## config.mk

```make
export PLATFORM = sky130hd
export DESIGN_NAME = trimmed_moving_mean_filter_top_flat
export DESIGN_NICKNAME = d
export VERILOG_FILES = /design/src/hdl/tmmf_pkg.sv /design/src/hdl/tmmf_sample_if.sv /design/src/hdl/tmmf_filtered_if.sv /design/src/hdl/tmmf_cell.sv /design/src/hdl/tmmf_acc.sv /design/src/hdl/tmmf_div.sv /design/src/hdl/trimmed_moving_mean_filter_top.sv /design/src/flat_wrapper.sv
export SDC_FILE = /design/constraint.sdc
export NUM_CORES = 1
export LEC_CHECK = 0
export BUFFER_PORTS_ARGS = -buffer_cell sky130_fd_sc_hd__buf_2
export CORE_MARGIN = 2
export CORE_UTILIZATION = 58
export DETAILED_ROUTE_END_ITERATION = 10
export PLACE_DENSITY = 0.73
export SYNTH_ARGS = -nofsm -noshare
export SYNTH_HDL_FRONTEND = slang
export SYNTH_HIERARCHICAL = 1
export SYNTH_SLANG_ARGS = --single-unit
```

## constraint.sdc

```tcl
create_clock -name clk -period 6.67 [get_ports clk]
set_clock_uncertainty 0.2 [all_clocks]
set_input_delay 2.001 -clock clk [delete_from_list [all_inputs] [get_ports clk]]
set_output_delay 2.001 -clock clk [all_outputs]
set_load 0.02 [all_outputs]
```

## src/hdl/tmmf_pkg.sv

```systemverilog
// ----------------------------------------------------------------------------
// tmmf_pkg
// Types and fixed constants shared by the trimmed moving mean filter.
// ----------------------------------------------------------------------------
`default_nettype none

package tmmf_pkg;

  localparam int SAMPLE_W = 16;
  localparam int QUOT_W   = 16;

  typedef logic signed [SAMPLE_W-1:0] sample_t;
  typedef logic [QUOT_W-1:0]          quot_t;

  localparam sample_t SAMPLE_MIN = {1'b1, {(SAMPLE_W-1){1'b0}}};
  localparam sample_t SAMPLE_MAX = {1'b0, {(SAMPLE_W-1){1'b1}}};

  typedef struct packed {
    logic clear;
    logic en;
  } acc_ctrl_t;

  typedef struct packed {
    logic done;
    logic neg;
  } div_stat_t;

endpackage

`default_nettype wire

```

## src/hdl/tmmf_sample_if.sv

```systemverilog
// ----------------------------------------------------------------------------
// tmmf_sample_if
// Valid/ready channel that carries one raw sensor sample per word.
// ----------------------------------------------------------------------------
`default_nettype none

interface tmmf_sample_if;
  import tmmf_pkg::*;

  logic    valid;
  logic    ready;
  sample_t sample;

  modport source (output valid, output sample, input ready);
  modport sink   (input valid, input sample, output ready);
endinterface

`default_nettype wire

```

## src/hdl/tmmf_filtered_if.sv

```systemverilog
// ----------------------------------------------------------------------------
// tmmf_filtered_if
// Valid/ready channel that carries one filtered sample per word.
// ----------------------------------------------------------------------------
`default_nettype none

interface tmmf_filtered_if;
  import tmmf_pkg::*;

  logic    valid;
  logic    ready;
  sample_t filtered;

  modport source (output valid, output filtered, input ready);
  modport sink   (input valid, input filtered, output ready);
endinterface

`default_nettype wire

```

## src/hdl/tmmf_cell.sv

```systemverilog
// ----------------------------------------------------------------------------
// tmmf_cell
// One window entry. On a shift it takes the value of its upstream neighbor.
// ----------------------------------------------------------------------------
`default_nettype none

module tmmf_cell (
  input  logic             clk,
  input  logic             rst,
  input  logic             shift,
  input  tmmf_pkg::sample_t d,
  output tmmf_pkg::sample_t q
);
  import tmmf_pkg::*;

  always_ff @(posedge clk) begin
    if (rst) begin
      q <= '0;
    end else if (shift) begin
      q <= d;
    end
  end
endmodule

`default_nettype wire

```

## src/hdl/tmmf_acc.sv

```systemverilog
// ----------------------------------------------------------------------------
// tmmf_acc
// Running maximum, minimum and sum over the entries leaving the chain tail,
// with a registered trimmed sum (sum less one maximum and one minimum).
// ----------------------------------------------------------------------------
`default_nettype none

module tmmf_acc #(
  parameter int SUM_W = 21
) (
  input  logic                     clk,
  input  tmmf_pkg::acc_ctrl_t      ctrl,
  input  tmmf_pkg::sample_t        value,
  output logic signed [SUM_W-1:0]  trimmed
);
  import tmmf_pkg::*;

  localparam int EXT_W = SUM_W - SAMPLE_W;

  sample_t                  hi;
  sample_t                  lo;
  logic signed [SUM_W-1:0]  sum;
  logic signed [SUM_W-1:0]  value_ext;
  logic signed [SUM_W-1:0]  hi_ext;
  logic signed [SUM_W-1:0]  lo_ext;

  assign value_ext = {{EXT_W{value[SAMPLE_W-1]}}, value};
  assign hi_ext    = {{EXT_W{hi[SAMPLE_W-1]}}, hi};
  assign lo_ext    = {{EXT_W{lo[SAMPLE_W-1]}}, lo};

  always_ff @(posedge clk) begin
    if (ctrl.clear) begin
      hi  <= SAMPLE_MIN;
      lo  <= SAMPLE_MAX;
      sum <= '0;
    end else if (ctrl.en) begin
      if (value > hi) begin
        hi <= value;
      end
      if (value < lo) begin
        lo <= value;
      end
      sum <= sum + value_ext;
    end
    // The true trimmed sum always fits, so wrapping intermediates are harmless.
    trimmed <= sum - hi_ext - lo_ext;
  end
endmodule

`default_nettype wire

```

## src/hdl/tmmf_div.sv

```systemverilog
// ----------------------------------------------------------------------------
// tmmf_div
// Divider by a fixed divisor, done as a multiplication by the rounded-up
// reciprocal, with the dividend magnitude and then the product registered.
// Returns the magnitude of the quotient and the sign of the dividend, so the
// caller gets truncation toward zero by negating when the sign is set.
// ----------------------------------------------------------------------------
`default_nettype none

module tmmf_div #(
  parameter int SUM_W   = 21,
  parameter int DIVISOR = 18
) (
  input  logic                     clk,
  input  logic                     rst,
  input  logic                     start,
  input  logic signed [SUM_W-1:0]  num,
  output tmmf_pkg::div_stat_t      stat,
  output tmmf_pkg::quot_t          quot
);
  import tmmf_pkg::*;

  // With SHIFT = SUM_W + clog2(DIVISOR) the rounded-up reciprocal gives the
  // exact floor quotient for every magnitude below 2**SUM_W.
  localparam int SHIFT   = SUM_W + $clog2(DIVISOR);
  localparam int RECIP_W = SUM_W + 2;
  localparam int PROD_W  = SUM_W + RECIP_W;
  localparam longint unsigned RECIP_FULL =
    ((64'd1 << SHIFT) + 64'(DIVISOR) - 64'd1) / 64'(DIVISOR);
  localparam logic [RECIP_W-1:0] RECIP = RECIP_W'(RECIP_FULL);

  logic                    mag_valid;
  logic                    done_r;
  logic                    neg_r;
  logic [SUM_W-1:0]        mag;
  logic [PROD_W-1:0]       prod;
  logic signed [SUM_W-1:0] num_neg;

  assign num_neg = -num;
  assign stat    = '{done: done_r, neg: neg_r};
  assign quot    = prod[SHIFT +: QUOT_W];

  always_ff @(posedge clk) begin
    if (rst) begin
      mag_valid <= 1'b0;
      done_r    <= 1'b0;
    end else begin
      mag_valid <= start;
      done_r    <= mag_valid;
    end
    if (start) begin
      neg_r <= num[SUM_W-1];
      mag   <= num[SUM_W-1] ? $unsigned(num_neg) : $unsigned(num);
    end
    if (mag_valid) begin
      prod <= PROD_W'(mag) * PROD_W'(RECIP);
    end
  end
endmodule

`default_nettype wire

```

## src/hdl/trimmed_moving_mean_filter_top.sv

```systemverilog
// ----------------------------------------------------------------------------
// trimmed_moving_mean_filter_top
// Moving-window mean of the last WINDOW samples with one maximum and one
// minimum removed, truncated toward zero.
//
// Channel raw takes one signed 16-bit sample per word; channel smooth gives
// one filtered word for every sample taken. The window is a row of WINDOW
// cells. A new sample shifts in at the head and the oldest drops off the
// tail; the row then rotates once around while a single compare/add unit
// collects maximum, minimum and sum from the tail. A divider then divides
// the trimmed sum by WINDOW-2 as a multiplication by a fixed reciprocal.
// A result is written to the output register after the rotation, the trim,
// the divider load and the divider's magnitude and product registers; a new
// sample is taken only once the previous result is in the output register.
// Reset clears all cells to zero, as if the window held zeros.
// The result waits in an output register; while smooth is stalled the block
// still accepts and processes the next sample, and holds before writing its
// result until the register is free.
// ----------------------------------------------------------------------------
`default_nettype none

module trimmed_moving_mean_filter_top #(
  parameter int WINDOW = 20
) (
  input  logic             clk,
  input  logic             rst,
  tmmf_sample_if.sink      raw,
  tmmf_filtered_if.source  smooth
);
  import tmmf_pkg::*;

  localparam int SUM_W   = SAMPLE_W + $clog2(WINDOW);
  localparam int CNT_W   = $clog2(WINDOW);
  localparam int DIVISOR = WINDOW - 2;

  typedef enum logic [2:0] {
    S_IDLE,
    S_SCAN,
    S_TRIM,
    S_LOAD,
    S_DIV,
    S_DONE
  } state_t;

  state_t                  state;
  logic [CNT_W-1:0]        scan_cnt;
  logic                    out_valid;
  sample_t                 filtered_r;

  logic                    accept;
  logic                    out_load;
  logic                    shift_en;
  sample_t                 head_d;
  sample_t                 chain_q [WINDOW];
  acc_ctrl_t               acc_ctrl;
  logic signed [SUM_W-1:0] trimmed;
  div_stat_t               div_stat;
  quot_t                   quot;

  assign raw.ready       = (state == S_IDLE);
  assign accept          = raw.valid && raw.ready;
  assign smooth.valid    = out_valid;
  assign smooth.filtered = filtered_r;
  assign out_load        = (state == S_DONE) && (!out_valid || smooth.ready);

  // Loading a sample and rotating the row are the same shift with a
  // different value entering the head cell.
  assign shift_en = accept || (state == S_SCAN);
  assign head_d   = (state == S_IDLE) ? raw.sample : chain_q[WINDOW-1];

  for (genvar i = 0; i < WINDOW; i++) begin : g_cell
    if (i == 0) begin : g_head
      tmmf_cell u_cell (
        .clk   (clk),
        .rst   (rst),
        .shift (shift_en),
        .d     (head_d),
        .q     (chain_q[i])
      );
    end else begin : g_body
      tmmf_cell u_cell (
        .clk   (clk),
        .rst   (rst),
        .shift (shift_en),
        .d     (chain_q[i-1]),
        .q     (chain_q[i])
      );
    end
  end

  assign acc_ctrl = '{clear: accept, en: (state == S_SCAN)};

  tmmf_acc #(
    .SUM_W (SUM_W)
  ) u_acc (
    .clk     (clk),
    .ctrl    (acc_ctrl),
    .value   (chain_q[WINDOW-1]),
    .trimmed (trimmed)
  );

  tmmf_div #(
    .SUM_W   (SUM_W),
    .DIVISOR (DIVISOR)
  ) u_div (
    .clk   (clk),
    .rst   (rst),
    .start (state == S_LOAD),
    .num   (trimmed),
    .stat  (div_stat),
    .quot  (quot)
  );

  always_ff @(posedge clk) begin
    if (rst) begin
      state     <= S_IDLE;
      scan_cnt  <= '0;
      out_valid <= 1'b0;
    end else begin
      if (out_load) begin
        out_valid  <= 1'b1;
        filtered_r <= div_stat.neg ? sample_t'(-quot) : sample_t'(quot);
      end else if (out_valid && smooth.ready) begin
        out_valid <= 1'b0;
      end
      case (state)
        S_IDLE: begin
          if (accept) begin
            state    <= S_SCAN;
            scan_cnt <= '0;
          end
        end
        S_SCAN: begin
          scan_cnt <= scan_cnt + 1'b1;
          if (scan_cnt == CNT_W'(WINDOW - 1)) begin
            state <= S_TRIM;
          end
        end
        // The last tail entry lands in the accumulator, and the trimmed sum is
        // registered in the cycle after.
        S_TRIM: begin
          state <= S_LOAD;
        end
        S_LOAD: begin
          state <= S_DIV;
        end
        S_DIV: begin
          if (div_stat.done) begin
            state <= S_DONE;
          end
        end
        S_DONE: begin
          if (out_load) begin
            state <= S_IDLE;
          end
        end
        default: begin
          state <= S_IDLE;
        end
      endcase
    end
  end

  a_accept_starts_scan: assert property (@(posedge clk) disable iff (rst)
    accept |=> (state == S_SCAN) && (scan_cnt == '0))
    else $error("accepted word did not start a window rotation");

  a_scan_cnt_range: assert property (@(posedge clk) disable iff (rst)
    (state == S_SCAN) |-> (scan_cnt <= CNT_W'(WINDOW - 1)))
    else $error("rotation counter ran past the window");

  a_div_done_in_div: assert property (@(posedge clk) disable iff (rst)
    div_stat.done |-> (state == S_DIV))
    else $error("divider finished outside the divide phase");

  a_out_from_done: assert property (@(posedge clk) disable iff (rst)
    $rose(out_valid) |-> ($past(state) == S_DONE))
    else $error("output word appeared without a finished division");

endmodule

`default_nettype wire
```

## src/flat_wrapper.sv

```systemverilog
// flat-port wrapper written by rule: the top's interface ports become plain ports
module trimmed_moving_mean_filter_top_flat import tmmf_pkg::*;
#(
  parameter int WINDOW = 20
)
  (clk, rst, raw_valid, raw_sample, raw_ready, smooth_valid, smooth_filtered, smooth_ready);
  tmmf_sample_if raw_i ();
  tmmf_filtered_if smooth_i ();
  input  logic clk;
  input  logic rst;
  input wire logic [$bits(raw_i.valid)-1:0] raw_valid;
  input wire logic [$bits(raw_i.sample)-1:0] raw_sample;
  output wire logic [$bits(raw_i.ready)-1:0] raw_ready;
  output wire logic [$bits(smooth_i.valid)-1:0] smooth_valid;
  output wire logic [$bits(smooth_i.filtered)-1:0] smooth_filtered;
  input wire logic [$bits(smooth_i.ready)-1:0] smooth_ready;
  assign raw_i.valid = raw_valid;
  assign raw_i.sample = raw_sample;
  assign raw_ready = raw_i.ready;
  assign smooth_valid = smooth_i.valid;
  assign smooth_filtered = smooth_i.filtered;
  assign smooth_i.ready = smooth_ready;
  trimmed_moving_mean_filter_top #(.WINDOW(WINDOW)) u_core (.clk(clk), .rst(rst), .raw(raw_i), .smooth(smooth_i));
endmodule
```

==> results.cfg, run 1 <==
[run_status]
outcome = finished clean

[min_path]
holdCritPathClass = reg -> reg
hold_start = u_core/u_acc/lo[15]
min_path_cells = 2

[logic_synthesis]
yosysUniqueCellTypes = 85
syn_nets = 3148
synth_top_cells_by_area = dfxtp_1 29%, mux2i_1 13%, ha_1 12%
synth_top_area_share_pct = 29.2
ys_ff_latch = 459
synth_common_cells = 409 x nor2_1, 405 x dfxtp_1, 362 x mux2i_1, 287 x inv_1, 263 x ha_1
synth-async-reset-ratio_pct = 0
netlist_instances = 2717
syn_avg_cell_area_um2 = 10.2
synth_edf_count = 54
yosysMostFrequentCell = nor2_1
synth.largest_area_cell = dfxtp_1
synth_area_mm2 = 0.0277
ys.flop_type = dfxtp_1
yosys_warnings = 6
yosysSeqAreaShare_pct = 35.1

[drt]
wl_met1_um = 26100
vias_per_cell = 5.49
wl_met3_um = 1870
drt.antenna.violating_nets = 0
topRoutingLayerUsed = met4
wl_met2_um = 28900
num_vias = 18500
dr.first_iter.drc_count = 1159
wl_um = 58900
drc = 0
drtPass1Iterations = 6
wl_per_cell_um = 17.5

[sta]
fmax_ghz = 0.155
setup_viol = 0
period_needed_ns = 6.44
final.period_utilization_pct = 96.5
maxSlewHeadroom_pct = 19.5
rsz0062_at_grt = no
tns_ns = 0
worst_pin_slew_ns = 1.21
drv_slew = 0
hold_viol_final = 0

[placement]
gp_congestion = 0.912
hpwl_um = 44800
portBuffers = 37

[clock_tree]
cts_root_buffer = clkbuf_16
clk_latency_ns = 0.60
cts_tree = built
clk_pin_slew_ns = 0.06
cts_htree_levels = 2
max-clock-path-buffers = 3
cts_hold_buf = 0
clock-sinks = 459
cts_buffers = 47

[flow_run]
cap_viol_max_count = 0

[layout]
fill_cells = 3920
drive_gt1_share_pct = 6.83
diodes = 0
area_growth_pct = 6.61
layout.nets = 3147

[die]
die_w_um = 223
initial_core_util_pct = 58.5
die_h_um = 223
core.rowCount = 80
dieArea_mm2 = 0.0496
fp.coreArea_mm2 = 0.0474
io_pins = 38

[setup_path]
cp_num_cells = 19
cp.required_ns = 6.81
slowest_delay_ns = 0.57
cp_num_buf_inv = 4
cp-start-kind = flip-flop
reg2reg_depth = 19
crit_type = reg -> reg
worst_path_most_repeated_cell = fa_1
end_kind = flip-flop
r2r_slack_ns = 0.23
reg2reg_from = u_core/u_div/mag[18]
crit_slowest_cell = fa_1
cp.arrival_ns = 6.57
crit_family = adder cells
crit_start = u_core/u_div/mag[18]
path_max_fanout = 5
crit_chain = fa_2, fa_1, inv_1, fa_1, fa_1, inv_1, fa_1, fa_1, inv_1, fa_1, inv_1, ha_1, a21oi_1, o21ai_1, a221oi_2, o22ai_2, a311oi_2, nor2_1, o31a_1

[global_route]
grt_pass1_vias = 18800
grt_pass1_wl_um = 96200
gr-total-overflow = 0
antenna_found_initial = 1
grt_max_degree = 119
gr-usage-all-layers_pct = 24.0

[power]
vdd_drop_max_mv = 0.238
power_density_mw_per_mm2 = 241
p_leak_nw = 14.1
total_power_mw = 7.14
[worst min-delay path, cell delays in order, from the launching register on]
cell and delay [ns]:
dfxtp_1 0.31, nand2b_1 0.06, mux2i_1 0.05
[repair_timing]
item | CTS | global route
endpoints found under the setup margin | 0 | 9
buffers inserted | 0 | 7
resized for setup | 0 | 4
[logic make-up (layout without fill, tap and decap cells)]
group	count (synthesis)	after routing	synth area share, %
AND/OR/NAND/NOR	683	683	11.4
flip-flops	459	459	35.1
adder cells (fa/ha/maj)	411	411	22.5
buffers and inverters	402	437	7.36
multiplexers	381	381	13.9
AO/OA/AOI/OAI	300	300	7.26
XOR/XNOR	81	81	2.56
[path summary, 6_finish.rpt]
check | endpoint
min | u_core/u_acc/lo[15]
max | u_core/u_div/prod[37]
min reg2reg | u_core/u_acc/lo[15]
max reg2reg | u_core/u_div/prod[37]
[power breakdown]
part           switching, mW  internal, mW  total, mW
registers              0.114          2.96       3.07
logic                  0.831         0.606       1.44
clock network           1.11          1.52       2.63
total                   2.06          5.08       7.14
[cell type report]
type / instances / area [um2] / area share (%)
Clock buffer: 64 / 1320 / 4.47
Clock inverter: 21 / 243 / 0.821
Inverter: 290 / 1100 / 3.71
Multi-Input combinational cell: 1856 / 16000 / 54.1
Sequential cell: 459 / 9730 / 32.9
Tap cell: 615 / 769 / 2.60
Timing Repair Buffer: 62 / 408 / 1.38
[sequential cells by signal, summed over array words and instances (netlist names)]
signal,flops
u_core/g_cell.g_body.u_cell/q,304
u_core/g_cell.g_head.u_cell/q,16
u_core/u_acc/trimmed,21
u_core/u_div/mag,21
u_core/u_div/mag_valid,1
u_core/u_div/prod,16
u_core/u_div/neg_r,1
u_core/state,3
u_core/u_acc/hi,16
u_core/smooth.filtered,16
u_core/smooth.valid,1
u_core/u_div/done_r,1
u_core/scan_cnt,5
u_core/u_acc/lo,16
u_core/u_acc/sum,21
[routing by layer]
metal  GRT usage, %  up-vias
met5              0        -
met4           8.92        0
met3           2.98       98
met2           42.3      285
met1           30.2     8881
li1               -     9211
[metrics by stage]
stage	hold slack [ns]	instance area, um2	util, %	setup WS, ns	cells
6_report	0.272	29600	62.3	0.233	3367
5_1_grt	0.288	29600	62.3	0.00713	3367
4_1_cts	0.273	29500	62.2	0.0870	3360
3_5_place_dp	0.264	27900	58.9	0.113	3275
3_3_place_gp	0.259	27900	58.9	0.194	3275
2_1_floorplan	0.242	27700	-	0.384	2717
[cell usage in the layout, fill, tap and decap left out, types with 7 or more instances in the layout]
master | synthesis | final
a21o_1 | 30 | 30
o211ai_1 | 8 | 8
clkinv_2 | 0 | 10
clkbuf_16 | 0 | 49
buf_2 | 23 | 36
a211oi_1 | 10 | 10
nor4_1 | 7 | 7
nor2b_1 | 11 | 11
mux2i_1 | 362 | 362
fa_1 | 148 | 147
mux2_2 | 18 | 18
clkbuf_1 | 23 | 11
o31ai_1 | 14 | 14
xor2_1 | 20 | 20
nor3_1 | 24 | 23
edfxtp_1 | 54 | 54
ha_1 | 263 | 263
dfxtp_1 | 405 | 405
o21ai_0 | 42 | 42
nor3b_1 | 8 | 8
nor2_1 | 409 | 408
buf_4 | 3 | 23
xnor2_1 | 61 | 61
inv_1 | 287 | 286
nand2b_1 | 45 | 45
and2_1 | 9 | 8
and3_1 | 15 | 15
o21bai_1 | 16 | 16
nand3_1 | 22 | 21
a21oi_1 | 97 | 97
a211o_1 | 7 | 7
nand2_1 | 73 | 73
nand4_1 | 21 | 21
o21ai_1 | 7 | 7
No activity file was read; power rests on OpenSTA's default activity.
==> run 2: changes to the inputs <==
--- a/config.mk
+++ b/config.mk
@@ -6,6 +6,7 @@
 export NUM_CORES = 1
 export LEC_CHECK = 0
 export BUFFER_PORTS_ARGS = -buffer_cell sky130_fd_sc_hd__buf_2
+export CORE_ASPECT_RATIO = 1.5
 export CORE_MARGIN = 2
 export CORE_UTILIZATION = 58
 export DETAILED_ROUTE_END_ITERATION = 10
==> results.cfg, run 2 (synthesis gave the netlist of run 1 again) <==
[sta]
maxSlewHeadroom_pct = 32.7
hold_viol_final = 0
setup_viol = 0
fmax_ghz = 0.156
drv_slew = 0
final.period_utilization_pct = 96.1
rsz0062_at_grt = yes
period_needed_ns = 6.41
worst_pin_slew_ns = 1.01

[flow_run]
cap_viol_max_count = 0

[global_route]
antenna_found_initial = 1
gr-total-overflow = 0
grt_pass1_wl_um = 94700
grt_max_degree = 208
gr-usage-all-layers_pct = 23.6
grt_pass1_vias = 18900

[die]
die_w_um = 183
die_h_um = 272
dieArea_mm2 = 0.0496
fp.coreArea_mm2 = 0.0475
initial_core_util_pct = 58.5
io_pins = 38
core.rowCount = 98

[layout]
largest_register_ffs = 304
instances_no_fill = 3347
layout_commonest_cell = nor2_1
final_area_mm2 = 0.0295
final_cell_mix = 408 x nor2_1, 405 x dfxtp_1, 362 x mux2i_1
drive_gt1_share_pct = 6.84
layout.nets = 3143
area_growth_pct = 6.16
diodes = 0
regMostFlops = u_core/g_cell.g_body.u_cell/q

[drt]
num_vias = 18500
vias_per_cell = 5.53
drc = 0
wl_um = 57500
wl_per_cell_um = 17.2
dr.first_iter.drc_count = 751
drtPass1Iterations = 5
drt.antenna.violating_nets = 0

[setup_path]
path_max_fanout = 4
crit_chain = fa_2, fa_1, inv_1, fa_1, fa_1, inv_1, fa_1, fa_1, inv_1, fa_1, inv_1, ha_1, a21oi_1, o21ai_1, a221oi_2, o22ai_2, a311oi_2, nor2_1, o31a_1
worst_path_most_repeated_cell = fa_1
r2r_slack_ns = 0.26
cp.required_ns = 6.78
end_kind = flip-flop
cp-start-kind = flip-flop
crit_slowest_cell = fa_1
cp.arrival_ns = 6.52
crit_type = reg -> reg
slowest_delay_ns = 0.58

[placement]
dp.cells = 3261
gp_congestion = 0.932
hpwl_um = 43900
place_area_mm2 = 0.0279
portBuffers = 37

[clock_tree]
max-clock-path-buffers = 3
cts_root_buffer = clkbuf_16
cts_htree_levels = 2
cts_buffers = 43
clock-sinks = 459
clk_latency_ns = 0.57
cts_tree = built
clk_pin_slew_ns = 0.06
cts_hold_buf = 0

[power]
power_density_mw_per_mm2 = 235
vdd_drop_max_mv = 0.278
p_leak_nw = 14.1
total_power_mw = 6.91

[min_path]
holdCritPathClass = reg -> reg

[run_status]
outcome = finished clean
## run 2: changes by cell type in the layout (fill, tap and decap cells not counted)
cell	delta
clkinv_2	-2
inv_6	+1
bufinv_16	-1
clkinvlp_4	+2
nor3_4	+1
clkinv_16	-1
clkinv_4	+1
clkbuf_1	-5
inv_16	+2
clkinv_8	-2
clkbuf_16	-5
inv_4	+1
nor3_2	-1
clkbuf_8	+4
## run 2: final cells by class
type,count,area [um2]
Clock buffer,58,1230
Multi-Input combinational cell,1856,16000
Tap cell,600,751
Sequential cell,459,9730
Timing Repair Buffer,62,408
Clock inverter,22,219
Fill cell,3949,18000
Inverter,290,1100
## run 2: critical path, delay by kind of cell (launching register included)
kind | cells | cell delay [ns]
simple gates | 1 | 0.07
flops | 1 | 0.46
fa+ha+maj | 8 | 3.94
buf+inv | 4 | 0.24
compound gates | 6 | 1.26
## run 2: worst paths after layout
kind | cells past startpoint | endpoint | startpoint
hold reg to reg | 2 | u_core/u_acc/hi[9] | u_core/u_acc/hi[9]
hold / removal | 2 | u_core/u_acc/hi[9] | u_core/u_acc/hi[9]
setup reg to reg | 19 | u_core/u_div/prod[37] | u_core/u_div/mag[20]
setup / recovery | 19 | u_core/u_div/prod[37] | u_core/u_div/mag[20]
## run 2: repair_timing
| action | 4_1_cts | 5_1_grt |
|---|---|---|
| gates resized for setup | 0 | 4 |
| endpoints found under the setup margin | 0 | 9 |
| buffers inserted | 0 | 6 |
## run 2: metrics by stage
step                      TNS, ns  utilization, %  hold WS [ns]  worst slack [ns]
after floorplan                 0               -         0.242             0.384
after detailed placement        0            58.9         0.262            0.0838
after CTS                       0            61.9         0.281            0.0752
final                           0            62.1         0.279             0.262
after global placement          0            58.9         0.260             0.151
after global routing      -0.0108            62.1         0.298          -0.00688
## run 2: report_power, final
group / switching [mW] / leakage [nW] / internal [mW]
clock: 1.09 / 0.709 / 1.40
combinational: 0.754 / 9.61 / 0.604
sequential: 0.110 / 3.76 / 2.95
total: 1.95 / 14.1 / 4.96
## run 2: routing by layer
layer,part of all wire [%],routed length [um],vias up,GRT usage (%)
li1,-,-,9193,-
met1,40,22800,8879,26.2
met2,53,30600,294,45.2
met3,2.7,1560,128,2.47
met4,4.5,2570,0,9.95
met5,0,0,-,0
==> run 3: changes to the inputs <==
--- a/config.mk
+++ b/config.mk
@@ -10,7 +10,7 @@
 export CORE_MARGIN = 2
 export CORE_UTILIZATION = 58
 export DETAILED_ROUTE_END_ITERATION = 10
-export PLACE_DENSITY = 0.73
+export PLACE_DENSITY = 0.76
 export SYNTH_ARGS = -nofsm -noshare
 export SYNTH_HDL_FRONTEND = slang
 export SYNTH_HIERARCHICAL = 1
==> results.cfg, run 3 (synthesis gave the netlist of run 1 again) <==
[run_status]
outcome = finished clean

[setup_path]
crit_family = adder cells
crit_slowest_cell = fa_1
r2r-end = u_core/u_div/prod[40]
cp-start-kind = flip-flop
cp.required_ns = 6.79
reg2reg_depth = 19
slowest_delay_ns = 0.61
reg2reg_from = u_core/u_div/mag[13]
r2r_slack_ns = 0.20
cp_num_buf_inv = 4
cp.arrival_ns = 6.59
path_max_fanout = 6
crit_type = reg -> reg
worst_path_most_repeated_cell = fa_1
crit_chain = fa_1, ha_1, fa_1, inv_1, fa_1, inv_1, fa_1, inv_1, fa_1, fa_1, inv_1, ha_1, o21ai_0, nor2_1, o311ai_1, nand3_2, a21o_1, a211o_1, and3_1
end_kind = flip-flop

[flow_run]
cap_viol_max_count = 0

[global_route]
antenna_found_initial = 0
gr-usage-all-layers_pct = 23.0
grt_pass1_wl_um = 92700
gr-total-overflow = 0
grt_pass1_vias = 19000
grt_max_degree = 139

[drt]
dr.first_iter.drc_count = 831
wl_um = 57200
drc = 0
wl_per_cell_um = 17.1
num_vias = 18600
vias_per_cell = 5.55
drtPass1Iterations = 5
drt.antenna.violating_nets = 0

[clock_tree]
clk_latency_ns = 0.57
max-clock-path-buffers = 3
cts_htree_levels = 2
clock-sinks = 459
cts_root_buffer = clkbuf_16
cts_tree = built
clk_pin_slew_ns = 0.07
cts_buffers = 42

[min_path]
holdCritPathClass = reg -> reg
hold_start = u_core/u_acc/lo[15]
min_to = u_core/u_acc/lo[15]
min_path_cells = 2

[sta]
hold_viol_final = 0
holdWs_ns = 0.278
maxSlewHeadroom_pct = 21.0
period_needed_ns = 6.47
worst_pin_slew_ns = 1.18
tns_ns = 0
final.period_utilization_pct = 97.0
fmax_ghz = 0.155
setup_viol = 0
fin_ws_ns = 0.201
drv_slew = 0

[power]
total_power_mw = 6.90
p_leak_nw = 14.1
vdd_drop_max_mv = 0.234
power_density_mw_per_mm2 = 234

[layout]
drive_gt1_share_pct = 6.85
final_cell_mix = 408 x nor2_1, 405 x dfxtp_1, 362 x mux2i_1
fill_cells = 3837
area_growth_pct = 6.12
layout_commonest_cell = nor2_1
final_area_mm2 = 0.0294
layout.nets = 3141
regMostFlops = u_core/g_cell.g_body.u_cell/q
diodes = 0
largest_register_ffs = 304

[die]
dieArea_mm2 = 0.0496
die_w_um = 183
fp.coreArea_mm2 = 0.0475
die_h_um = 272
initial_core_util_pct = 58.5
io_pins = 38
core.rowCount = 98

[placement]
place_area_mm2 = 0.0279
gp_congestion = 0.975
portBuffers = 37
hpwl_um = 43900
dp_slack_ns = 0.000843
[run 3: changes by cell type in the layout (fill, tap and decap cells not counted), moves of 2 or more]
cell	change
clkinv_8	+2
inv_16	-2
inv_6	-2
clkbuf_1	-2
[run 3: final cells by class]
| class | instances | area [um2] | share of cell area [%] |
|---|---|---|---|
| multi-input cells | 1856 | 16000 | 54.4 |
| flip-flops and latches | 459 | 9730 | 33.0 |
| clock buffers | 55 | 1210 | 4.12 |
| inverters | 290 | 1100 | 3.72 |
| well taps | 600 | 751 | 2.55 |
| repair buffers | 61 | 400 | 1.36 |
| clock inverters | 22 | 238 | 0.807 |
[run 3: power breakdown]
group,switching [mW],internal [mW]
registers,0.108,2.95
clock network,1.10,1.38
logic,0.757,0.604
total,1.96,4.94
[run 3: worst reg2reg max path, cell delays in order, from the launching register on]
cell	delay [ns]
edfxtp_1	0.50
fa_1	0.46
ha_1	0.26
fa_1	0.61
inv_1	0.08
fa_1	0.54
inv_1	0.07
fa_1	0.54
inv_1	0.06
fa_1	0.50
fa_1	0.51
inv_1	0.04
ha_1	0.37
o21ai_0	0.17
nor2_1	0.06
o311ai_1	0.36
nand3_2	0.23
a21o_1	0.25
a211o_1	0.27
and3_1	0.16
[run 3: metal layers]
metal / track usage (%) / vias up / wire (um)
met5: 0 / - / 0
met4: 10.5 / 0 / 2690
met3: 2.35 / 126 / 1430
met2: 45.0 / 284 / 31000
met1: 24.6 / 8987 / 22200
li1: - / 9155 / -
[run 3: timing repair]
item                                   CTS  global route
resized for setup                        0             6
pin swaps                                0             5
setup endpoints to repair                1            10
buffers inserted                         1             3
hold buffers                             0             0
endpoints found under the hold margin    0             0
[run 3: metrics by stage]
stage	std cells	utilization [%]
floorplan	2717	-
global placement	3262	58.9
detailed placement	3262	58.9
CTS	3340	61.9
global route	3343	62.0
finish	3343	62.0
[run 3: worst max path at each step]
stage | start | end | slack, ns | depth (start not counted)
6_report | u_core/u_div/mag[13] | u_core/u_div/prod[40] | 0.20 | 19
5_1_grt | u_core/u_div/mag[19] | u_core/u_div/prod[37] | -0.004 | 21
4_1_cts | u_core/u_div/mag[20] | u_core/u_div/prod[37] | 0.05 | 19
3_5_place_dp | u_core/u_div/mag[19] | u_core/u_div/prod[37] | 0.0008 | 19
3_3_place_gp | u_core/u_div/mag[19] | u_core/u_div/prod[37] | 0.09 | 19
2_1_floorplan | u_core/u_div/mag[18] | u_core/u_div/prod[37] | 0.38 | 19
